### src/object_bounding_radius_defines.svh
// assertion macros used by the object bounding radius rtl
// expects clk_i and rst_ni in the scope of use
`ifndef OBJECT_BOUNDING_RADIUS_DEFINES_SVH
`define OBJECT_BOUNDING_RADIUS_DEFINES_SVH

// same-cycle implication, checked outside reset
`define OBR_ASSERT_NOW(label, ante, cons, msg) \
  label: assert property (@(posedge clk_i) disable iff (!rst_ni) (ante) |-> (cons)) \
    else $error(msg);

// next-cycle implication, checked outside reset
`define OBR_ASSERT_NEXT(label, ante, cons, msg) \
  label: assert property (@(posedge clk_i) disable iff (!rst_ni) (ante) |=> (cons)) \
    else $error(msg);

`endif

### src/obr_pkg.sv
// shape codes and shape group decode for the object bounding radius block
// no dependencies
`default_nettype none

package obr_pkg;

  localparam int unsigned ShapeW = 5;

  localparam logic [ShapeW-1:0] SHAPE_CYL_FIRST    = 5'd1;
  localparam logic [ShapeW-1:0] SHAPE_CYL_LAST     = 5'd4;
  localparam logic [ShapeW-1:0] SHAPE_PANEL_FIRST  = 5'd5;
  localparam logic [ShapeW-1:0] SHAPE_PANEL_LAST   = 5'd13;
  localparam logic [ShapeW-1:0] SHAPE_BOX          = 5'd14;
  localparam logic [ShapeW-1:0] SHAPE_SPHERE       = 5'd15;
  localparam logic [ShapeW-1:0] SHAPE_CONE         = 5'd16;
  localparam logic [ShapeW-1:0] SHAPE_SPHCYL_FIRST = 5'd17;
  localparam logic [ShapeW-1:0] SHAPE_SPHCYL_LAST  = 5'd18;
  localparam logic [ShapeW-1:0] SHAPE_SAIL_FIRST   = 5'd19;
  localparam logic [ShapeW-1:0] SHAPE_SAIL_LAST    = 5'd26;
  localparam logic [ShapeW-1:0] SHAPE_ANT_FIRST    = 5'd27;
  localparam logic [ShapeW-1:0] SHAPE_ANT_LAST     = 5'd29;

  typedef enum logic [2:0] {
    GRP_NONE,
    GRP_CYL,     // diameter, height
    GRP_PANEL,   // span, height
    GRP_BOX,     // max(width, depth), height
    GRP_SPHERE,  // largest dimension
    GRP_CONE,    // diameter, height, else box pair
    GRP_SPHCYL,  // diameter, height, else diameter, span
    GRP_ANT      // max(width, depth), span
  } grp_e;

  function automatic grp_e shape_group(logic [ShapeW-1:0] shape);
    grp_e grp;
    case (shape) inside
      [SHAPE_CYL_FIRST:SHAPE_CYL_LAST]:       grp = GRP_CYL;
      [SHAPE_PANEL_FIRST:SHAPE_PANEL_LAST]:   grp = GRP_PANEL;
      [SHAPE_SAIL_FIRST:SHAPE_SAIL_LAST]:     grp = GRP_PANEL;
      SHAPE_BOX:                              grp = GRP_BOX;
      SHAPE_SPHERE:                           grp = GRP_SPHERE;
      SHAPE_CONE:                             grp = GRP_CONE;
      [SHAPE_SPHCYL_FIRST:SHAPE_SPHCYL_LAST]: grp = GRP_SPHCYL;
      [SHAPE_ANT_FIRST:SHAPE_ANT_LAST]:       grp = GRP_ANT;
      default:                                grp = GRP_NONE;
    endcase
    return grp;
  endfunction

endpackage

`default_nettype wire

### src/object_bounding_radius.sv
// Hard-body radius of one object: picks two lengths a, b by shape group and returns
// floor(isqrt(a*a + b*b) / 2), or the largest length for a sphere, or one metre with
// used_default_o set when the shape is unknown, needed lengths are missing or all of a
// sphere's lengths are zero or absent. Lengths and the result are unsigned fixed point
// with FRAC_BITS fraction bits. One request is taken per cycle while in_stall_o is low.
// A request passes the select, square, square root and output stages in order; the
// square root resolves one result bit per pipeline stage. A stall on the output only
// holds the stages that are full, so empty stages keep taking requests.
// depends on obr_pkg and object_bounding_radius_defines.svh
`default_nettype none
`include "object_bounding_radius_defines.svh"

module object_bounding_radius
  import obr_pkg::*;
#(
  parameter int unsigned DIM_WIDTH = 20,
  parameter int unsigned FRAC_BITS = 10
) (
  input  wire logic                 clk_i,
  input  wire logic                 rst_ni,

  input  wire logic                 in_valid_i,
  output      logic                 in_stall_o,
  input  wire logic [ShapeW-1:0]    shape_class_i,
  input  wire logic [DIM_WIDTH-1:0] diameter_len_i,
  input  wire logic [DIM_WIDTH-1:0] span_len_i,
  input  wire logic [DIM_WIDTH-1:0] height_len_i,
  input  wire logic [DIM_WIDTH-1:0] width_len_i,
  input  wire logic [DIM_WIDTH-1:0] depth_len_i,
  input  wire logic                 has_diameter_i,
  input  wire logic                 has_span_i,
  input  wire logic                 has_height_i,
  input  wire logic                 has_width_i,
  input  wire logic                 has_depth_i,

  output      logic                 out_valid_o,
  input  wire logic                 out_stall_i,
  output      logic [DIM_WIDTH-1:0] radius_len_o,
  output      logic                 used_default_o
);

  localparam int unsigned DW = DIM_WIDTH;
  localparam int unsigned SW = 2 * DIM_WIDTH;       // width of a square
  localparam int unsigned QW = 2 * DIM_WIDTH - 1;   // width of (a*a + b*b) / 4
  localparam logic [DW-1:0] OneMetre =
    (FRAC_BITS < DIM_WIDTH) ? (DW'(1) << FRAC_BITS) : {DW{1'b1}};

  // ---------------------------------------------------------------- stage enables
  logic            en_s1, en_s2, en_out;
  logic [DW:0]     en_sq;

  logic            s1_vld_q, s2_vld_q, out_vld_q;
  logic [DW:0]     sq_vld_q;

  always_comb begin
    en_out = !out_vld_q || !out_stall_i;
    for (int k = DW; k >= 0; k--) begin
      if (k == DW) begin
        en_sq[k] = !sq_vld_q[k] || en_out;
      end else begin
        en_sq[k] = !sq_vld_q[k] || en_sq[k+1];
      end
    end
    en_s2 = !s2_vld_q || en_sq[0];
    en_s1 = !s1_vld_q || en_s2;
  end

  assign in_stall_o = !en_s1;

  // ---------------------------------------------------------------- stage 1: select
  grp_e          grp;
  logic [DW-1:0] wd_max, sph_max, sph_dw, sph_hx;
  logic [DW-1:0] sel_a, sel_b, sel_byp;
  logic          sel_ok, sel_sphere;

  always_comb begin
    grp     = shape_group(shape_class_i);
    wd_max  = (width_len_i > depth_len_i) ? width_len_i : depth_len_i;
    // absent lengths count as zero for the sphere
    sph_dw  = has_diameter_i ? diameter_len_i : '0;
    sph_hx  = has_height_i ? height_len_i : '0;
    if (has_width_i && (!has_depth_i || width_len_i > depth_len_i)) begin
      sph_max = width_len_i;
    end else begin
      sph_max = has_depth_i ? depth_len_i : '0;
    end
    if (sph_dw > sph_max) sph_max = sph_dw;
    if (sph_hx > sph_max) sph_max = sph_hx;

    sel_a      = diameter_len_i;
    sel_b      = height_len_i;
    sel_ok     = 1'b0;
    sel_sphere = 1'b0;
    case (grp)
      GRP_CYL: begin
        sel_ok = has_diameter_i && has_height_i;
      end
      GRP_PANEL: begin
        sel_a  = span_len_i;
        sel_ok = has_span_i && has_height_i;
      end
      GRP_BOX: begin
        sel_a  = wd_max;
        sel_ok = has_depth_i && has_width_i && has_height_i;
      end
      GRP_SPHERE: begin
        sel_sphere = 1'b1;
        sel_ok     = (sph_max != '0);
      end
      GRP_CONE: begin
        if (has_diameter_i && has_height_i) begin
          sel_ok = 1'b1;
        end else begin
          sel_a  = wd_max;
          sel_ok = has_depth_i && has_width_i && has_height_i;
        end
      end
      GRP_SPHCYL: begin
        if (has_diameter_i && has_height_i) begin
          sel_ok = 1'b1;
        end else begin
          sel_b  = span_len_i;
          sel_ok = has_diameter_i && has_span_i;
        end
      end
      GRP_ANT: begin
        sel_a  = wd_max;
        sel_b  = span_len_i;
        sel_ok = has_depth_i && has_width_i && has_span_i;
      end
      default: begin
        sel_ok = 1'b0;
      end
    endcase
    sel_byp = sel_ok ? sph_max : OneMetre;
  end

  logic [DW-1:0] s1_a_q, s1_b_q, s1_byp_q;
  logic          s1_use_q, s1_dflt_q;

  // ---------------------------------------------------------------- stage 2: square
  logic [2*DW-1:0] s2_a2_q, s2_b2_q;
  logic [DW-1:0]   s2_byp_q;
  logic            s2_use_q, s2_dflt_q;

  // ---------------------------------------------------------------- sqrt stages
  logic [2*DW:0]   sq_sum;
  logic [QW-1:0]   sq_rem_q  [DW+1];
  logic [DW-1:0]   sq_root_q [DW+1];
  logic [DW-1:0]   sq_byp_q  [DW+1];
  logic            sq_use_q  [DW+1];
  logic            sq_dflt_q [DW+1];

  logic [QW-1:0]   sq_rem_d  [DW];
  logic [DW-1:0]   sq_root_d [DW];

  assign sq_sum = {1'b0, s2_a2_q} + {1'b0, s2_b2_q};

  for (genvar k = 0; k < DW; k++) begin : g_sqrt
    localparam int unsigned Bit = DW - 1 - k;
    logic [QW-1:0] trial;
    logic          take;
    // root only holds bits above Bit, so the two terms never overlap
    assign trial = (QW'(sq_root_q[k]) << (Bit + 1)) | (QW'(1) << (2 * Bit));
    assign take  = (sq_rem_q[k] >= trial);
    assign sq_rem_d[k]  = take ? (sq_rem_q[k] - trial) : sq_rem_q[k];
    assign sq_root_d[k] = take ? (sq_root_q[k] | (DW'(1) << Bit)) : sq_root_q[k];
  end

  // ---------------------------------------------------------------- output stage
  logic [DW-1:0] out_radius_q;
  logic          out_dflt_q;

  // ---------------------------------------------------------------- valid bits
  always_ff @(posedge clk_i or negedge rst_ni) begin
    if (!rst_ni) begin
      s1_vld_q  <= 1'b0;
      s2_vld_q  <= 1'b0;
      sq_vld_q  <= '0;
      out_vld_q <= 1'b0;
    end else begin
      if (en_s1) s1_vld_q <= in_valid_i;
      if (en_s2) s2_vld_q <= s1_vld_q;
      if (en_sq[0]) sq_vld_q[0] <= s2_vld_q;
      for (int k = 0; k < DW; k++) begin
        if (en_sq[k+1]) sq_vld_q[k+1] <= sq_vld_q[k];
      end
      if (en_out) out_vld_q <= sq_vld_q[DW];
    end
  end

  // ---------------------------------------------------------------- payload
  always_ff @(posedge clk_i) begin
    if (en_s1 && in_valid_i) begin
      s1_a_q    <= sel_a;
      s1_b_q    <= sel_b;
      s1_byp_q  <= sel_byp;
      s1_use_q  <= sel_ok && !sel_sphere;
      s1_dflt_q <= !sel_ok;
    end
    if (en_s2 && s1_vld_q) begin
      s2_a2_q   <= SW'(s1_a_q) * SW'(s1_a_q);
      s2_b2_q   <= SW'(s1_b_q) * SW'(s1_b_q);
      s2_byp_q  <= s1_byp_q;
      s2_use_q  <= s1_use_q;
      s2_dflt_q <= s1_dflt_q;
    end
    if (en_sq[0] && s2_vld_q) begin
      sq_rem_q[0]  <= sq_sum[2*DW:2];
      sq_root_q[0] <= '0;
      sq_byp_q[0]  <= s2_byp_q;
      sq_use_q[0]  <= s2_use_q;
      sq_dflt_q[0] <= s2_dflt_q;
    end
    for (int k = 0; k < DW; k++) begin
      if (en_sq[k+1] && sq_vld_q[k]) begin
        sq_rem_q[k+1]  <= sq_rem_d[k];
        sq_root_q[k+1] <= sq_root_d[k];
        sq_byp_q[k+1]  <= sq_byp_q[k];
        sq_use_q[k+1]  <= sq_use_q[k];
        sq_dflt_q[k+1] <= sq_dflt_q[k];
      end
    end
    if (en_out && sq_vld_q[DW]) begin
      out_radius_q <= sq_use_q[DW] ? sq_root_q[DW] : sq_byp_q[DW];
      out_dflt_q   <= sq_dflt_q[DW];
    end
  end

  assign out_valid_o    = out_vld_q;
  assign radius_len_o   = out_radius_q;
  assign used_default_o = out_dflt_q;

  // ---------------------------------------------------------------- assertions
  `OBR_ASSERT_NOW(a_default_is_one_metre, out_valid_o && used_default_o,
    radius_len_o == OneMetre, "default result is not one metre")
  `OBR_ASSERT_NOW(a_stall_only_when_full, in_stall_o,
    out_valid_o && out_stall_i && (&sq_vld_q) && s1_vld_q && s2_vld_q,
    "input stalled while the pipeline has a free stage")
  `OBR_ASSERT_NOW(a_sqrt_remainder_bound, sq_vld_q[DW] && sq_use_q[DW],
    sq_rem_q[DW] <= QW'({sq_root_q[DW], 1'b0}), "square root remainder out of range")
  `OBR_ASSERT_NOW(a_sphere_nonzero, s1_vld_q && !s1_use_q && !s1_dflt_q,
    s1_byp_q != '0, "sphere result of zero without default")
  `OBR_ASSERT_NEXT(a_output_fed_by_last_stage,
    en_out && sq_vld_q[DW] && !sq_use_q[DW],
    out_valid_o && (radius_len_o == $past(sq_byp_q[DW])),
    "bypass value lost on the way to the output")

endmodule

`default_nettype wire

### config.mk
export PLATFORM = sky130hd
export DESIGN_NAME = object_bounding_radius
export DESIGN_NICKNAME = d
export VERILOG_FILES = /design/src/obr_pkg.sv /design/src/object_bounding_radius.sv
export VERILOG_INCLUDE_DIRS = /design/src /design/src/src
export SDC_FILE = /design/constraint.sdc
export NUM_CORES = 2
export LEC_CHECK = 0
export BUFFER_PORTS_ARGS = -buffer_cell sky130_fd_sc_hd__buf_2
export CAP_MARGIN = 15
export CORE_MARGIN = 1
export CORE_UTILIZATION = 55
export DETAILED_ROUTE_END_ITERATION = 7
export PLACE_DENSITY = 0.71
export SYNTH_ARGS = -nofsm -noshare
export SYNTH_HDL_FRONTEND = slang
export SYNTH_SLANG_ARGS = --single-unit
### constraint.sdc
create_clock -name clk_i -period 11.3 [get_ports clk_i]
set_clock_uncertainty 0.15 [all_clocks]
set_input_delay 1.695 -clock clk_i [delete_from_list [all_inputs] [get_ports clk_i]]
set_output_delay 1.695 -clock clk_i [all_outputs]
set_load 0.005 [all_outputs]
* Yosys cells after proc, flatten, opt, wreduce, memory -nomap -nowiden
Memories as Yosys holds them, arrays and structs flattened. A register that Yosys moved wholly into a read port is not among the register bits. Index checks and enable logic that the tools add are counted.
Cells by class: add/subtract/negate cells 21, multipliers 2, divide/modulo/power cells 0, order comparisons 33, equality and inequality tests 10, shifts and indexed selects 0, muxes and demuxes 106, bitwise gates (word level) 0, reductions and logical operators 93
Operators with widths (number):
- $mux 39 | 20
- $mux 20 | 11
- $mul 20x20->40 | 2
- $ge 39x39->1 | 2
- $sub 39x39->39 | 2
- $gt 20x20->1 | 3
- $pmux 20 s3 | 1
- $mux 1 | 46
- $add 40x40->41 | 1
- $pmux 20 s2 | 1
- $ge 39x21->1 | 1
- $ge 39x22->1 | 1
- $ge 39x23->1 | 1
- $ge 39x24->1 | 1
- $ge 39x25->1 | 1
- $ge 39x26->1 | 1
- $ge 39x27->1 | 1
- $ge 39x28->1 | 1
- $ge 39x29->1 | 1
- $ge 39x30->1 | 1
- $ge 39x31->1 | 1
- $ge 39x32->1 | 1
- $ge 39x33->1 | 1
- $ge 39x34->1 | 1
- 57 further kinds | 162
Word-level totals: flip-flop bits (word level) 208, bits in latches 0, RAM bits 1701, bits in read-only memories 0, bits of input ports 114, output and inout port bits 23, memories 5
Memories:
- sq_rem_q | depth 21, bits a word 39, read ports 20, clocked after memory_dff 0, wr ports 21, RTL line object_bounding_radius.sv:148 | logic [QW-1:0] sq_rem_q [DW+1];
- sq_byp_q | depth 21, bits a word 20, read ports 21, clocked after memory_dff 0, wr ports 21, RTL line object_bounding_radius.sv:150 | logic [DW-1:0] sq_byp_q [DW+1];
- sq_root_q | depth 21, bits a word 20, read ports 21, clocked after memory_dff 0, wr ports 21, RTL line object_bounding_radius.sv:149 | logic [DW-1:0] sq_root_q [DW+1];
- sq_dflt_q | depth 21, bits a word 1, read ports 21, clocked after memory_dff 1, wr ports 21, RTL line object_bounding_radius.sv:152 | logic sq_dflt_q [DW+1];
- sq_use_q | depth 21, bits a word 1, read ports 21, clocked after memory_dff 0, wr ports 21, RTL line object_bounding_radius.sv:151 | logic sq_use_q [DW+1];

* Depth between registers and ports, before layout
depth in word-level cells 26, gate-level depth with buffers 35, depth with buffers taken out 32

* Worst setup path after synthesis
Ideal clock, no wire load.
path kind input to register, from in depth_len_i[18], to reg s1_dflt_q (data pin), arrival 8.428 ns, required time 10.889 ns, setup slack 2.461 ns, cell stages on the path 32, path buffers 4, cell sequence inv_1 > ha_1 > nand4_1 > nor4_1 > a21bo_2 > a41oi_4 > o21a_1 > clkbuf_1 > clkbuf_1 > a22o_1 > inv_1 > ha_1 > nand4_1 > or2_2 > nor3_1 > nand2_1 > o2bb2ai_1 > o21ai_1 > buf_2 > buf_2 > a21o_1 > ha_1 > a21o_1 > a21o_1 > a211oi_1 > o21ai_0 > a211oi_1 > nor2_1 > o22ai_1 > a221oi_1 > nand3_1 > o21bai_1
Between the ends: word-level cells in the longest chain between the ends 11
RTL lines:
- start, declared | RTL line object_bounding_radius.sv:29 | input wire logic [DIM_WIDTH-1:0] depth_len_i,
- $gt 20x20->1 | RTL line object_bounding_radius.sv:82 | if (has_width_i && (!has_depth_i || width_len_i > depth_len_i)) begin
- $logic_or 1x1->1 | RTL line object_bounding_radius.sv:82
- $logic_and 1x1->1 | RTL line object_bounding_radius.sv:82
- $mux 20 * | RTL line object_bounding_radius.sv:82
- $gt 20x20->1 | RTL line object_bounding_radius.sv:87 | if (sph_dw > sph_max) sph_max = sph_dw;
- $mux 20 * | RTL line object_bounding_radius.sv:87
- $gt 20x20->1 | RTL line object_bounding_radius.sv:88 | if (sph_hx > sph_max) sph_max = sph_hx;
- $mux 20 * | RTL line object_bounding_radius.sv:88
- $reduce_bool 20->1 * | RTL line object_bounding_radius.sv:108 | sel_ok = (sph_max != '0);
- $pmux 1 s7 * | RTL line object_bounding_radius.sv:94 | case (grp)
- $logic_not 1->1 * | RTL line object_bounding_radius.sv:199 | s1_dflt_q <= !sel_ok;
- end signal, assigned | RTL line object_bounding_radius.sv:199
- end, declared | RTL line object_bounding_radius.sv:139 | logic s1_use_q, s1_dflt_q;
Mark *: on every way between the ends. The rest lies on a longest branch, timed or not. A chain may end at the register's enable or synchronous reset.

* Worst setup path in the final report
from in depth_len_i[15], to reg s1_dflt_q (data pin)
The elaborated chain is that of the path after synthesis.

==> flow_metrics.env <==
export IMPL_first_pass_iters=8
export IMPL_initial_core_util_pct=55.5
export IMPL_synth_area_um2=94200
export IMPL_ys_top_cells_by_count="1,633 x edfxtp_1, 1,009 x inv_1, 614 x ha_1, 561 x fa_1, 445 x nand2_1"
export IMPL_grt_pass1_vias=58300
export IMPL_ctsHoldBuffers=0
export IMPL_cp_endpoint="s1_dflt_q"
export IMPL_dieArea_um2=173000
export IMPL_slowest_stage="a21oi_1"
export IMPL_vias=56600
export IMPL_r2r_setup_slack_ns=2.78
export IMPL_max_slew_margin_rel_pct=20.3
export IMPL_nFillCells=13100
export IMPL_end_kind="register"
export IMPL_synth_fp_nets=8749
export IMPL_cts_buffers=170
export IMPL_synth_seq_area_share_pct=52.7
export IMPL_hp_start="sq_rem_q[0][31]"
export IMPL_synthAdderAreaFrac_pct=20.1
export IMPL_hold_path_class="register to register"
export IMPL_drt_total_wl_um=217000
export IMPL_run_status="completed"
export IMPL_synth_edf_count=1633
export IMPL_worstSetupPathType="input pin to register"
export IMPL_globalplace_congestion=0.922
export IMPL_setup_tns_ns=0
export IMPL_final_layout_size_suffix_gt1_share_pct=8.39
export IMPL_syn_inst=7460
export IMPL_fin_crit_ns=8.77
export IMPL_cts_sinks=1657
export IMPL_drt_iter0_markers=3836
export IMPL_max_freq_mhz=114
export IMPL_synth_cell_types=102
export IMPL_tightest_slew_ns=1.20
export IMPL_critPathRequiredTime_ns=11.67
export IMPL_cts_resized=0
export IMPL_cts_setup_buffers=0
export IMPL_areaGrowthSynthToFinish_pct=9.95
export IMPL_grt_pass1_wl_um=335000
export IMPL_synth_top_family_by_area="adder cells"
export IMPL_cpPeakStageDelay_ns=0.50
export IMPL_dieWidth_um=416
export IMPL_grt_remaining_overflow=0
export IMPL_postRouteAntennaNets=0
export IMPL_cap_violations=0
export IMPL_path_common_cell="a21o_1"
export IMPL_routedWlPerCell_um=21.6
export IMPL_final_net_count=8954
export IMPL_fp_row_count=151
export IMPL_synthArstFlopShare_pct=1.45
export IMPL_synth_compound_area_share_pct=7.66
export IMPL_r2r_end="s2_a2_q[38]"
export IMPL_synth_area_leader_cell="edfxtp_1"
export IMPL_grt_usage_pct=25.5
export IMPL_synthSimpleGateAreaFrac_pct=10.0
export IMPL_via_per_inst=5.64
export IMPL_drc_errors=0
export IMPL_setup_viol=0
export IMPL_cp_data_arrival_time_ns=9.14
export IMPL_cts_tree="yes"
export IMPL_hold_viol=0
export IMPL_path_clk_slew_ns=0.06
export IMPL_synthXorXnorAreaFrac_pct=3.70
export IMPL_synth_ff_type="edfxtp_1"
export IMPL_dp_hpwl_um=167000
export IMPL_path_max_fanout=35
export IMPL_avgSynthCellArea_um2=12.6
export IMPL_synth_area_mux_share_pct=1.15
export IMPL_reg2reg_from="s1_a_q[4]"
export IMPL_final_seq_area_um2=49600
export IMPL_clk_latency_ns=0.83
export IMPL_crit_start="depth_len_i[15]"
export IMPL_yosysWarnings=0
export IMPL_cts_root_buffer_cell="clkbuf_16"
export IMPL_synth_most_common_cell="edfxtp_1"
export IMPL_ys_seq_elements=1657
export IMPL_grt_max_degree=75
export IMPL_maxSlewViolCount=0
export IMPL_r2r_cells=22
export IMPL_core_area_um2=170000
export IMPL_antenna_found_initial=12
export IMPL_htree_levels=4
export IMPL_die_h_um=416
export IMPL_critPathLaunchType="input pin"
export IMPL_port_buffers=136
export IMPL_io_pins=137
export IMPL_clock_path_buffers=3
export IMPL_synthTopCellsByArea="edfxtp_1 52%, fa_1 12%, ha_1 8.2%, inv_1 4.0%, xnor2_1 2.2%"
export IMPL_grt_setup_unrepaired="no"
export IMPL_multi_input_area_um2=40300
export IMPL_synth_top_area_share_pct=52.0
export IMPL_min_period_over_period_pct=77.6
==> routing by layer <==
layer	global-route usage, %	vias up	share of wire (%)
met3	3.60	346	5.1
met5	0	-	0.028
li1	-	26600	-
met4	10.1	12	4.1
met1	31.9	28100	40
met2	44.5	1478	51
==> worst max-delay path: cells and delay by family <==
kind,cells,cell delay (ns)
fa+ha+maj,3,0.87
mux,1,0.15
simple gates,5,1.12
buf+inv,5,1.01
compound gates,20,4.26
==> how the worst min path moves through the flow <==
stage,slack [ns],to,cells past startpoint
3_5_place_dp,0.25,sq_byp_q[0][103],0
3_3_place_gp,0.25,sq_byp_q[1][0],0
6_report,0.23,sq_rem_q[0][70],0
2_1_floorplan,0.25,s2_byp_q[0],0
5_1_grt,0.24,sq_rem_q[0][72],0
4_1_cts,0.23,sq_byp_q[1][40],0
==> stage by stage <==
step | std cells | hold slack, ns | instance area, um^2 | utilization (%) | worst slack (ns)
detailed placement | 9709 | 0.255 | 97700 | 57.6 | 1.78
global placement | 9708 | 0.250 | 97700 | 57.6 | 1.71
CTS | 10000 | 0.230 | 104000 | 61.1 | 2.59
finish | 10000 | 0.233 | 104000 | 61.1 | 2.53
floorplan | 7460 | 0.250 | 94200 | - | 2.46
global route | 10000 | 0.239 | 104000 | 61.1 | 2.16
==> sequential cells by signal, summed over array words and instances, names as in the netlist, 20 cells and up <==
signal and count:
sq_rem_q 780, sq_byp_q 420, sq_root_q 210, s2_a2_q 38, s2_b2_q 38, sq_dflt_q 21, sq_use_q 21, sq_vld_q 21
radius_len_o 20, s1_a_q 20, s1_b_q 20, s1_byp_q 20, s2_byp_q 20
==> layout make-up <==
type	instances	area share, %
multi-input cells	4626	38.9
clock inverters	114	1.47
repair buffers	200	1.11
clock buffers	201	4.26
inverters	1010	3.66
diodes	1	0.00242
well taps	2218	2.68
flip-flops and latches	1657	47.9
==> cells by family (layout without fill, tap and decap cells) <==
| group | count (synthesis) | after routing |
|---|---|---|
| multiplexers | 96 | 96 |
| flip-flops | 1657 | 1657 |
| other | 1 | 2 |
| AND/OR/NAND/NOR | 1840 | 1840 |
| AO/OA/AOI/OAI | 1117 | 1117 |
| XOR/XNOR | 396 | 396 |
| buffers and inverters | 1177 | 1525 |
| adder cells (fa/ha/maj) | 1176 | 1176 |
==> placed cells by master, fill, tap and decap left out, types with 28 or more instances in the layout <==
cell,synthesis,layout
and3_1,28,28
nor4_1,123,123
a211oi_1,59,59
xnor2_1,242,242
clkinv_2,0,29
nor2_1,376,373
buf_2,13,137
or3_1,35,35
ha_1,614,614
o21ai_0,232,232
clkbuf_16,0,170
nand4_1,63,63
or4_1,32,32
nand2b_1,73,73
or2_2,28,28
buf_4,0,61
nor2b_1,64,58
nand3_1,82,82
a21oi_1,337,335
edfxtp_1,1633,1633
o31ai_1,42,41
and2_1,255,243
o21a_1,72,72
inv_1,1009,1009
nor3_1,152,151
mux2_2,76,76
a21boi_0,31,28
nand2_1,445,444
a21o_1,113,113
o21bai_1,29,29
fa_1,561,561
xor2_1,153,153
Power is not shown: default switching activity piles up to over one toggle a cycle in this logic, so the estimate is an artifact.
